## src/rtl/hrf_pkg.sv

```systemverilog
package hrf_pkg;

  // Field widths
  localparam int unsigned TEMP_W  = 24;
  localparam int unsigned TIME_W  = 48;
  localparam int unsigned DT_W    = 24;
  localparam int unsigned RATE_W  = 32;
  localparam int unsigned GAIN_W  = 16;
  localparam int unsigned CMD_W   = 2;
  localparam int unsigned IDX_W   = 7;
  localparam int unsigned NPTS_W  = 8;
  localparam int unsigned APB_AW  = 5;
  localparam int unsigned APB_DW  = 32;
  localparam int unsigned REG_W   = 3;

  // Command codes
  localparam logic [CMD_W-1:0] CMD_STEP   = 2'd0;
  localparam logic [CMD_W-1:0] CMD_RELOAD = 2'd1;
  localparam logic [CMD_W-1:0] CMD_READ   = 2'd2;

  // Register map (index = paddr / 4)
  localparam logic [REG_W-1:0] REG_PAUSED    = 3'd0;
  localparam logic [REG_W-1:0] REG_SOURCE    = 3'd1;
  localparam logic [REG_W-1:0] REG_AMBIENT   = 3'd2;
  localparam logic [REG_W-1:0] REG_RATE      = 3'd3;
  localparam logic [REG_W-1:0] REG_TIME_STEP = 3'd4;
  localparam logic [REG_W-1:0] REG_NPOINTS   = 3'd5;

  // Register reset values
  localparam logic               PAUSED_RST    = 1'b1;
  localparam logic [TEMP_W-1:0]  SOURCE_RST    = 24'd25600;
  localparam logic [TEMP_W-1:0]  AMBIENT_RST   = 24'd5120;
  localparam logic [RATE_W-1:0]  RATE_RST      = 32'd54186;
  localparam logic [DT_W-1:0]    TIME_STEP_RST = 24'd1049;
  localparam logic [NPTS_W-1:0]  NPOINTS_RST   = 8'd100;

  // Gain limits
  localparam logic [35:0] GAIN_HALF = 36'd32768;
  localparam logic [35:0] GAIN_MAX  = 36'd65535;

  // Per-point controls for the update unit
  typedef struct packed {
    logic step;      // a step that is not paused
    logic reload;    // restore the initial profile
    logic head;      // point 0
    logic tail;      // last point in use
    logic interior;  // strictly between head and tail
  } ctl_t;

endpackage

```

## src/rtl/hrf_cell.sv

```systemverilog
module hrf_cell #(
  parameter bit IS_HEAD = 1'b0
) (
  input  logic                             clk_i,
  input  logic                             rst_ni,
  input  logic                             shift_i,
  input  logic [hrf_pkg::TEMP_W-1:0]       d_i,
  output logic [hrf_pkg::TEMP_W-1:0]       q_o
);

  logic [hrf_pkg::TEMP_W-1:0] val_q;

  // One rod point; takes its neighbor's value on every shift.
  always_ff @(posedge clk_i or negedge rst_ni) begin
    if (!rst_ni) begin
      val_q <= IS_HEAD ? hrf_pkg::SOURCE_RST : hrf_pkg::AMBIENT_RST;
    end else if (shift_i) begin
      val_q <= d_i;
    end
  end

  assign q_o = val_q;

endmodule

```

## config.mk

```make
export PLATFORM = sky130hd
export DESIGN_NAME = hrf_cell
export DESIGN_NICKNAME = d
export VERILOG_FILES = /design/src/rtl/hrf_pkg.sv /design/src/rtl/hrf_cell.sv
export SDC_FILE = /design/constraint.sdc
export NUM_CORES = 1
export LEC_CHECK = 0
export BUFFER_PORTS_ARGS = -buffer_cell sky130_fd_sc_hd__buf_4
export CAP_MARGIN = 10
export CORE_MARGIN = 5
export CORE_UTILIZATION = 44
export DETAILED_ROUTE_END_ITERATION = 8
export GPL_ROUTABILITY_DRIVEN = 1
export PLACE_DENSITY_LB_ADDON = 0.2
export SETUP_SLACK_MARGIN = 0.15
export SLEW_MARGIN = 10
export SYNTH_ARGS = -nofsm -noshare
export SYNTH_HDL_FRONTEND = slang
export SYNTH_SLANG_ARGS = --single-unit
```

## constraint.sdc

```tcl
create_clock -name clk_i -period 0.85 [get_ports clk_i]
set_input_delay 0.085 -clock clk_i [delete_from_list [all_inputs] [get_ports clk_i]]
set_output_delay 0.085 -clock clk_i [all_outputs]
set_load 0.005 [all_outputs]
```

After elaboration in Yosys (flattened, before gate mapping)
Index checks and enable logic that the tools add are counted.

word-level totals
  flip-flop bits (word level) = 24
  bits of input ports = 27
  output and inout port bits = 24
  word-level logic and storage cells = 1

Logic depth before layout (Yosys ltp)
  depth after elaboration = 0
  mapped depth = 3
  depth with buffers taken out = 1

Worst setup path after synthesis
Ideal clock, no wire load.

  path type = input to register
  start point = input port shift_i
  end point = register val_q, in the netlist q_o[11]
  setup time = 0.125 ns
  arrival time = 0.624 ns
  required time = 0.725 ns
  slack = 0.101 ns
  stages = 3
  path buffers = 2
  cells stage by stage = buf_6 -> buf_12 -> mux2_4

RTL lines
  element                 RTL line        RTL
  start: declaration      hrf_cell.sv:6   input logic shift_i,
  end signal: assignment  hrf_cell.sv:16  val_q <= IS_HEAD ? hrf_pkg::SOURCE_RST : hrf_pkg::AMBIENT_RST;
  end signal: assignment  hrf_cell.sv:18  val_q <= d_i;
  end: declaration        hrf_cell.sv:11  logic [hrf_pkg::TEMP_W-1:0] val_q;

No word-level cell between the ends.

Worst setup path in the final report
  start point = register val_q, in the netlist q_o[12]
  end point = output port q_o[12] in the netlist's numbering

RTL lines
  element           RTL line       RTL
  end: declaration  hrf_cell.sv:8  output logic [hrf_pkg::TEMP_W-1:0] q_o

No word-level cell between the ends.

==> metrics.txt <==
status=finished with violations; failing checks=negative setup slack; GR Util met1=17.52%; critical path arrival=around 0.96 ns; synth top area cells=dfrtp_1 (55%), mux2_4 (30%), dfstp_2 (5.3%); Placement Cell Area=1399 um^2; most common cell in the synthesized netlist=dfrtp_1; Pre-Repair DR Iteration Count=2; Max-slew headroom=79.46%; die height=around 58 um; via count=668; final antenna-violating net count=0; FP Rows=17; CTS sink cnt=24; Worst path top cell family by delay=flip-flops; first-pass GRT wire length=3450 um; slowest CP cell=dfstp_2; CP max FO=2; Layout area overhead=66.71%; clock skew=0 ns; DR WL/cell=15.54 um; area of the multi-input gates=roughly 350 um^2; FILL cells=154; Nets=between 100 and 150; final cell count without fillers=between 100 and 150; Hold WC Path Type=primary input to register; worst ir drop on vdd=0.9240 mV; DRT Wirelength=2269 um; CTS Hold Buffers Added=1; f_max=0.9563 GHz; Critical Path Sink Type=output port; final worst slack=-0.1957 ns; GRT busiest layer=met2; pin count of the biggest net entering global routing=25; Remaining DRCs=0; Max clock buf depth=2; Crit Path Class=register to output port; grt ovf=0; Post-Place Worst Slack=between 0.02 and 0.025 ns; async set-or-reset flop fraction in the synthesized netlist=100.0%; Mapped Area=999.7 um^2; fraction of layout cells with a size suffix above 1=80.51%; ys flop type=dfrtp_1; pwr dens=approximately 1600 nW/um^2; Clk Latency, worst-skew pair=0.30 ns; routing usage on met3=under 10%; Sequential Area=603.1 um^2; Min Clock Period, post-route=1.046 ns; CTS HTree Levels=1; Tot GR Track Use=roughly 14%; Yosys top cell area share=55.07%; final setup vio count=36; Syn Area/Cell=19.60 um^2; initial antenna violation count=0; Initial Util=45.63%; area leader, netlist=dfrtp_1; RSZ-0062 raised after global routing=true; synthesized net count=78; Root Driver=clkbuf_4; Period Utilization, post-route=123.0%; I/O Buffers=50; RD Place Congestion=0.6955; placed cell count=between 100 and 150; Slew Viols, Final=0; Seq cells post-synth=24; grt met2 use=approximately 23%; Min Hold Slack=0.001811 ns; crit-path max cell delay=0.57 ns; Worst EP required=0.76 ns; Mapped Cells=51; WP buf/inv=1; Leak=0.0008461 uW; Post-Layout Inst Area=1667 um^2; Die Span X=57.67 um; EDFF count, synth=0; critical path, cell by cell=buf_6; Seq/Total Area, Yosys=60.33%; Hold Vio Cnt, Final=0; Slew @ Worst Pin=0.3081 ns; die area=3325 um^2; I/O pin cnt=51; Via density=4.575; vias in the first global route=733; synth cell count leaders=dfrtp_1 (22), mux2_4 (20), mux2_2 (4), buf_12 (2), dfstp_2 (2); Synth Warn #=0; Cell variety after synth=6; Largest register FFs=24; Max Cap Viol=0; Power Total=2676 uW; CTS tree=done; Num CTS Buffers=3; 1st-iter DRT viols=12; core box area=2191 um^2; Worst setup SP type=register; clock slew seen by the registers of the worst setup and hold paths=approximately 0.13 ns; number of diodes=0
[layout make-up]
| type | count | area share (%) |
|---|---|---|
| sequential | 24 | 36.19 |
| clock buffer | 4 | 2.177 |
| timing repair buffer | 66 | 38.81 |
| tap | 28 | 2.102 |
| multi-input combinational | 24 | 20.72 |
[stage by stage]
stage / TNS, ns / util [%]
6_report: -2.717 / 76.07
5_1_grt: -3.957 / 76.07
4_1_cts: -2.666 / 74.19
3_5_place_dp: 0 / 63.85
3_3_place_gp: 0 / 63.85
2_1_floorplan: 0 / -
[repair_timing]
item | 4_1_cts | 5_1_grt
endpoints found under the hold margin | 37 | 18
gates resized for setup | 26 | 7
setup buffers | 11 | 2
setup endpoints to repair | 48 | 48
[power breakdown]
part	switching [uW]	internal, uW	total, uW
Sequential	92.9	1260	1360
Clock	321	261	582
Combinational	187	551	737
[metal layers]
layer  part of all wire (%)  routed length, um
met2                     47               1076
met4                      0                  0
met3                    8.2                187
met5                      0                  0
met1                     44               1005
[placed cells by master, fill, tap and decap left out]
master	n
buf_4	30
mux2_4	20
mux2_2	4
clkbuf_8	1
dlygate4sd3_1	1
dfstp_2	2
buf_6	33
buf_12	2
dfrtp_1	22
clkbuf_4	3
[cell families (layout without fill, tap and decap cells)]
| family | Yosys count | in the layout | synth area share, % |
|---|---|---|---|
| flip-flops | 24 | 24 | 60.33 |
| multiplexers | 24 | 24 | 34.54 |
| buffers and inverters | 3 | 70 | 5.131 |
[worst paths after layout]
kind | start | to | slack (ns) | cells after the start
worst max-delay path | q_o[12] | q_o[12] | -0.20 | 1
worst min-delay path | d_i[15] | q_o[15] | 0.002 | 2
worst max register to register | q_o[12] | q_o[12] | -0.09 | 3
worst min register to register | q_o[3] | q_o[3] | 0.55 | 1
max in group asynchronous | rst_ni | q_o[10] | 0.36 | 2
min in group asynchronous | rst_ni | q_o[20] | 0.20 | 2
Power figures use the tool's default switching activity.
