[src/rtl/hrf_pkg.sv]
package hrf_pkg;

  // Field widths
  localparam int unsigned TEMP_W  = 24;
  localparam int unsigned TIME_W  = 48;
  localparam int unsigned DT_W    = 24;
  localparam int unsigned RATE_W  = 32;
  localparam int unsigned GAIN_W  = 16;
  localparam int unsigned CMD_W   = 2;
  localparam int unsigned IDX_W   = 7;
  localparam int unsigned NPTS_W  = 8;
  localparam int unsigned APB_AW  = 5;
  localparam int unsigned APB_DW  = 32;
  localparam int unsigned REG_W   = 3;

  // Command codes
  localparam logic [CMD_W-1:0] CMD_STEP   = 2'd0;
  localparam logic [CMD_W-1:0] CMD_RELOAD = 2'd1;
  localparam logic [CMD_W-1:0] CMD_READ   = 2'd2;

  // Register map (index = paddr / 4)
  localparam logic [REG_W-1:0] REG_PAUSED    = 3'd0;
  localparam logic [REG_W-1:0] REG_SOURCE    = 3'd1;
  localparam logic [REG_W-1:0] REG_AMBIENT   = 3'd2;
  localparam logic [REG_W-1:0] REG_RATE      = 3'd3;
  localparam logic [REG_W-1:0] REG_TIME_STEP = 3'd4;
  localparam logic [REG_W-1:0] REG_NPOINTS   = 3'd5;

  // Register reset values
  localparam logic               PAUSED_RST    = 1'b1;
  localparam logic [TEMP_W-1:0]  SOURCE_RST    = 24'd25600;
  localparam logic [TEMP_W-1:0]  AMBIENT_RST   = 24'd5120;
  localparam logic [RATE_W-1:0]  RATE_RST      = 32'd54186;
  localparam logic [DT_W-1:0]    TIME_STEP_RST = 24'd1049;
  localparam logic [NPTS_W-1:0]  NPOINTS_RST   = 8'd100;

  // Gain limits
  localparam logic [35:0] GAIN_HALF = 36'd32768;
  localparam logic [35:0] GAIN_MAX  = 36'd65535;

  // Per-point controls for the update unit
  typedef struct packed {
    logic step;      // a step that is not paused
    logic reload;    // restore the initial profile
    logic head;      // point 0
    logic tail;      // last point in use
    logic interior;  // strictly between head and tail
  } ctl_t;

endpackage

[src/rtl/hrf_point_unit.sv]
module hrf_point_unit (
  input  hrf_pkg::ctl_t                    ctl_i,
  input  logic [hrf_pkg::GAIN_W-1:0]       gain_i,
  input  logic [hrf_pkg::TEMP_W-1:0]       left_i,
  input  logic [hrf_pkg::TEMP_W-1:0]       mid_i,
  input  logic [hrf_pkg::TEMP_W-1:0]       right_i,
  input  logic [hrf_pkg::TEMP_W-1:0]       source_i,
  input  logic [hrf_pkg::TEMP_W-1:0]       ambient_i,
  output logic [hrf_pkg::TEMP_W-1:0]       new_o
);

  logic signed [25:0] lap;
  logic signed [42:0] prod;
  logic signed [26:0] delta;
  logic signed [27:0] sum;
  logic [hrf_pkg::TEMP_W-1:0] upd;

  // Three-point Laplacian; fits in 26 signed bits.
  assign lap = $signed({{2{right_i[23]}}, right_i})
             - $signed({mid_i[23], mid_i, 1'b0})
             + $signed({{2{left_i[23]}}, left_i});

  // Gain times Laplacian, floored by the arithmetic shift.
  assign prod  = $signed({1'b0, gain_i}) * lap;
  assign delta = prod[42:16];
  assign sum   = $signed({{4{mid_i[23]}}, mid_i}) + $signed({delta[26], delta});

  // Saturate to the 24-bit signed range.
  always_comb begin
    if (sum > 28'sd8388607) begin
      upd = 24'h7FFFFF;
    end else if (sum < -28'sd8388608) begin
      upd = 24'h800000;
    end else begin
      upd = sum[23:0];
    end
  end

  // Choose what the point becomes for this command.
  always_comb begin
    new_o = mid_i;
    if (ctl_i.reload) begin
      new_o = ctl_i.head ? source_i : ambient_i;
    end else if (ctl_i.step) begin
      if (ctl_i.head) begin
        new_o = source_i;
      end else if (ctl_i.tail) begin
        new_o = ambient_i;
      end else if (ctl_i.interior) begin
        new_o = upd;
      end
    end
  end

endmodule

[config.mk]
export PLATFORM = sky130hd
export DESIGN_NAME = hrf_point_unit
export DESIGN_NICKNAME = d
export VERILOG_FILES = /design/src/rtl/hrf_pkg.sv /design/src/rtl/hrf_point_unit.sv
export SDC_FILE = /design/constraint.sdc
export NUM_CORES = 1
export LEC_CHECK = 0
export ABC_AREA = 1
export BUFFER_PORTS_ARGS = -buffer_cell sky130_fd_sc_hd__buf_2
export CORE_MARGIN = 8
export CORE_UTILIZATION = 60
export DETAILED_ROUTE_END_ITERATION = 7
export GPL_TIMING_DRIVEN = 0
export PLACE_DENSITY = 0.8
export SETUP_SLACK_MARGIN = 0.02
export SYNTH_ARGS = -nofsm -noshare
export SYNTH_HDL_FRONTEND = slang
export SYNTH_SLANG_ARGS = --single-unit
export TNS_END_PERCENT = 100
[constraint.sdc]
create_clock -name vclk -period 16
set_input_delay 3.2 -clock vclk [all_inputs]
set_output_delay 3.2 -clock vclk [all_outputs]
set_load 0.1 [all_outputs]
; ---- After elaboration in Yosys (flattened, before gate mapping)
; Index checks and enable logic that the tools add are counted.
[classes]
mul = 1
muxes = 8
magnitude_cmp = 2
addsub = 3
[op_table]
columns = cell, count
row1 = 2-to-1 mux 24 bit, 8
row2 = multiplier 17 x 26 -> 43 bit, 1
row3 = adder 24 x 27 -> 28 bit, 1
row4 = greater-than comparator 28 x 24 -> 1 bit (second input constant), 1
row5 = less-than comparator 28 x 24 -> 1 bit (second input constant), 1
row6 = adder 26 x 24 -> 26 bit, 1
row7 = subtractor 24 x 25 -> 26 bit, 1
[totals]
wordCells = 14
inputBits = 141
output_inout_bits = 24
regBits = 0

; ---- Logic depth before layout (Yosys ltp)
[depth]
depth_word = 12
depth_mapped = 65
ltp_nobuf = 63

; ---- Worst setup path after synthesis
; Ideal clock, no wire load.
[synth_path]
kind = input port to output port
startpoint = in left_i[10] in the netlist's numbering
endpoint = out new_o[19] in the netlist's numbering
arrival_time_ns = 12.583
setup_slack_ns = 0.217
n_path_buf = 2
path_stages = 55
path_cell_list = inv_1 > fa_1 > inv_1 > ha_1 > a21oi_1 > o21ai_0 > a21oi_1 > nand2_1 > a21oi_2 > o21ai_0 > or2_2 > nand2_2 > nor2_1 > fa_1 > fa_1 > buf_1 > xor2_1 > ha_1 > [19 not listed] > nand2_1 > nand2_1 > nor2_1 > nand2_1 > nand2_1 > nand2_2 > nor2_2 > nand2_2 > nand2_4 > buf_12 > nand2_2 > nand3_2 > nand2_1 > nand2_1 > nand2_1 > nand2_1 > nand2_1 > nand2_1
[synth_via]
elab_chain_len = 11
[synth_lines]
columns = item, line
row1 = from (decl), hrf_point_unit.sv:4  ; input logic [hrf_pkg::TEMP_W-1:0] left_i,
row2 = adder 26 x 24 -> 26 bit (*), hrf_point_unit.sv:21  ; + $signed({{2{left_i[23]}}, left_i});
row3 = multiplier 17 x 26 -> 43 bit (*), hrf_point_unit.sv:24  ; assign prod = $signed({1'b0, gain_i}) * lap;
row4 = adder 24 x 27 -> 28 bit (*), hrf_point_unit.sv:26  ; assign sum = $signed({{4{mid_i[23]}}, mid_i}) + $signed({delta[26], delta});
row5 = less-than comparator 28 x 24 -> 1 bit, hrf_point_unit.sv:32  ; end else if (sum < -28'sd8388608) begin
row6 = 2-to-1 mux 24 bit, hrf_point_unit.sv:32
row7 = 2-to-1 mux 24 bit (*), hrf_point_unit.sv:30  ; if (sum > 28'sd8388607) begin
row8 = 2-to-1 mux 24 bit (*), hrf_point_unit.sv:49  ; end else if (ctl_i.interior) begin
row9 = 2-to-1 mux 24 bit (*), hrf_point_unit.sv:47  ; end else if (ctl_i.tail) begin
row10 = 2-to-1 mux 24 bit (*), hrf_point_unit.sv:45  ; if (ctl_i.head) begin
row11 = 2-to-1 mux 24 bit (*), hrf_point_unit.sv:44  ; end else if (ctl_i.step) begin
row12 = 2-to-1 mux 24 bit (*), hrf_point_unit.sv:42  ; if (ctl_i.reload) begin
row13 = to (decl), hrf_point_unit.sv:9  ; output logic [hrf_pkg::TEMP_W-1:0] new_o
; Mark *: on every way between the ends. The rest lies on a longest branch, timed or not.

; ---- Worst setup path in the final report
[layout_path]
startpoint = in mid_i[1] in the netlist's numbering
endpoint = out new_o[6] in the netlist's numbering
[layout_via]
elab_chain_len = 12
[layout_lines]
columns = item, line
row1 = from (decl), hrf_point_unit.sv:5  ; input logic [hrf_pkg::TEMP_W-1:0] mid_i,
row2 = subtractor 24 x 25 -> 26 bit, hrf_point_unit.sv:20  ; - $signed({mid_i[23], mid_i, 1'b0})
row3 = adder 26 x 24 -> 26 bit, hrf_point_unit.sv:21
row4 = multiplier 17 x 26 -> 43 bit, hrf_point_unit.sv:24
row5 = adder 24 x 27 -> 28 bit (*), hrf_point_unit.sv:26
row6 = less-than comparator 28 x 24 -> 1 bit, hrf_point_unit.sv:32
row7 = 2-to-1 mux 24 bit, hrf_point_unit.sv:32
row8 = 2-to-1 mux 24 bit (*), hrf_point_unit.sv:30
row9 = 2-to-1 mux 24 bit (*), hrf_point_unit.sv:49
row10 = 2-to-1 mux 24 bit (*), hrf_point_unit.sv:47
row11 = 2-to-1 mux 24 bit (*), hrf_point_unit.sv:45
row12 = 2-to-1 mux 24 bit (*), hrf_point_unit.sv:44
row13 = 2-to-1 mux 24 bit (*), hrf_point_unit.sv:42
; Marks and branches as above.

==> flow_summary.ini <==
[timing]
slew_headroom_pct = 31.8
tightest_slew_ns = 1.02
rsz0062_at_grt = yes
fin_crit_sh_pct = 101
hold_slack_ns = 6.91
period_needed_ns = 16.11
setup_viol = 23
report.final.slew_viol_count = 0
tns_ns = -1.40
hold_violations = 0
timing.fmax_mhz = 62.1
setup_slack_ns = -0.110

[detailed_routing]
viasPerCell = 5.64
wl_per_cell_um = 19.5
drcViolationCount = 0
detail-route-antenna-nets = 0
drt-pass1-iter-count = 6
drt_iter0_drc = 1756
vias = 20500
wl_um = 71100

[layout]
nFillCells = 2646
seqCellArea_um2 = 0
stdcell_area_um2 = 25300
layout-drive-gt1-share_pct = 22.5
nClkBuffers = 0
seq_cell_count = 0
area_growth_pct = 22.9
final_core_util_pct = 74.1
nets = 3909

[run_status]
violations = negative setup slack
status = finished, violations left

[floorplanning]
io_pins = 165
dieArea_um2 = 40600
core_area_um2 = 34200
fp-row-count = 68
dieWidth_um = 201
start_util_pct = 60.3
die_h_um = 201

[hold_path]
min_path_cells = 6
hold_class = in -> out

[synthesis]
synth_cell_type_count = 49
synth_warnings = 0
synthTopCellsByArea = fa_1 (41%), inv_1 (14%), nand2_1 (12%)
synthMostInstantiatedCell = inv_1
synth_fp_nets = 3630
yosysTopAreaCell = fa_1
ys_seq_area_share_pct = 0
synth_commonest_cells = inv_1 (751), nand2_1 (658), fa_1 (421)
synth_area_um2 = 20600
syn_inst = 2904
syn_area_per_cell_um2 = 7.10
synth_top_area_share_pct = 40.9

[global_routing]
grt_pass1_vias = 21000
grt_pass1_wl_um = 109000
grt_antenna_before_repair = 0
grt_max_degree = 11
grt_overflow = 0
grtUsageTotal_pct = 33.3

[setup_path]
startpoint_type = input port
cp.required_ns = 12.80
slowest_stage = fa_1
critPathKind = in -> out
cp_common_cell = nand2_1
crit_arrival_ns = 12.91
max_stage_delay_ns = 0.59
end_kind = output pin
path_max_fanout = 6

[placement]
globalplace.congestion = 0.959
hpwlAfterDp_um = 56300
portBuffers = 156
postPlaceCellArea_um2 = 22000

[clocking]
cts_hold_buf = 0

[job]
maxCapViolCount = 0
==> critical path, delay by kind of cell <==
kind / cells / cell delay (ns)
and+or+nand+nor: 31 / 2.57
AOI/OAI and AO/OA: 9 / 1.26
adders and majority gates: 10 / 4.37
xor gates and xnor gates: 1 / 0.20
buffers and inverters: 12 / 1.27
==> placed cells by master, fill, tap and decap left out, types with 7 or more instances in the layout <==
cell / netlist / final
buf_12: 4 / 27
nand3_1: 74 / 58
nand2_4: 2 / 30
nand4_1: 9 / 9
a21oi_2: 3 / 40
o21ai_1: 2 / 15
o21ai_2: 0 / 7
o21bai_1: 11 / 9
buf_4: 2 / 106
inv_2: 12 / 32
buf_6: 0 / 17
nand2_2: 36 / 96
clkbuf_1: 65 / 62
nor2_1: 263 / 228
xnor2_1: 32 / 26
nand3_2: 24 / 36
inv_1: 751 / 719
nor2_4: 1 / 14
nor3_1: 14 / 8
o21a_1: 7 / 7
buf_2: 5 / 132
buf_8: 0 / 7
fa_2: 0 / 16
nand2_1: 658 / 568
a21oi_1: 173 / 125
nor2_2: 5 / 27
or2_2: 10 / 8
o21ai_0: 63 / 43
a21oi_4: 0 / 11
ha_1: 164 / 120
xor2_1: 37 / 31
fa_1: 421 / 405
ha_4: 0 / 41
==> final cells by class <==
class / instances / area, µm² / area share, %
inverter: 773 / 2970 / 11.7
tap: 455 / 569 / 2.25
multi-input combinational: 2052 / 19200 / 75.9
timing repair buffer: 277 / 2150 / 8.50
antenna: 1 / 2.50 / 0.00987
buffer: 79 / 424 / 1.67
==> stage by stage <==
step / setup WS [ns] / cells
4_1_cts: -0.00564 / 3593
6_report: -0.110 / 3637
3_3_place_gp: -1.66 / 3515
5_1_grt: -0.618 / 3636
3_5_place_dp: -1.78 / 3515
2_1_floorplan: 0.217 / 2904
==> worst paths after layout <==
path | start | endpoint | slack (ns)
setup / recovery | mid_i[1] | new_o[6] | -0.11
hold / removal | source_i[9] | new_o[9] | 6.91
==> cell families after synthesis <==
group	synth area share [%]
buffers and inverters	15.9
adders and majority gates	50.8
and+or+nand+nor	22.5
xor gates and xnor gates	3.09
AOI/OAI and AO/OA	7.74
==> routing by layer <==
| metal | track usage (%) | vias to the layer above | part of all wire (%) |
|---|---|---|---|
| met5 | 0 | - | 0 |
| met4 | 14.0 | 0 | 5.4 |
| met3 | 5.95 | 283 | 9.8 |
| met2 | 56.1 | 1135 | 48 |
| met1 | 41.8 | 9985 | 36 |
| li1 | - | 9100 | - |
==> timing repair <==
| item | 4_1_cts | 5_1_grt |
|---|---|---|
| pin swaps | 127 | 140 |
| endpoints found under the setup margin | 24 | 24 |
| resized for setup | 361 | 218 |
| cloned | 1 | 1 |
| buffers inserted | 77 | 43 |
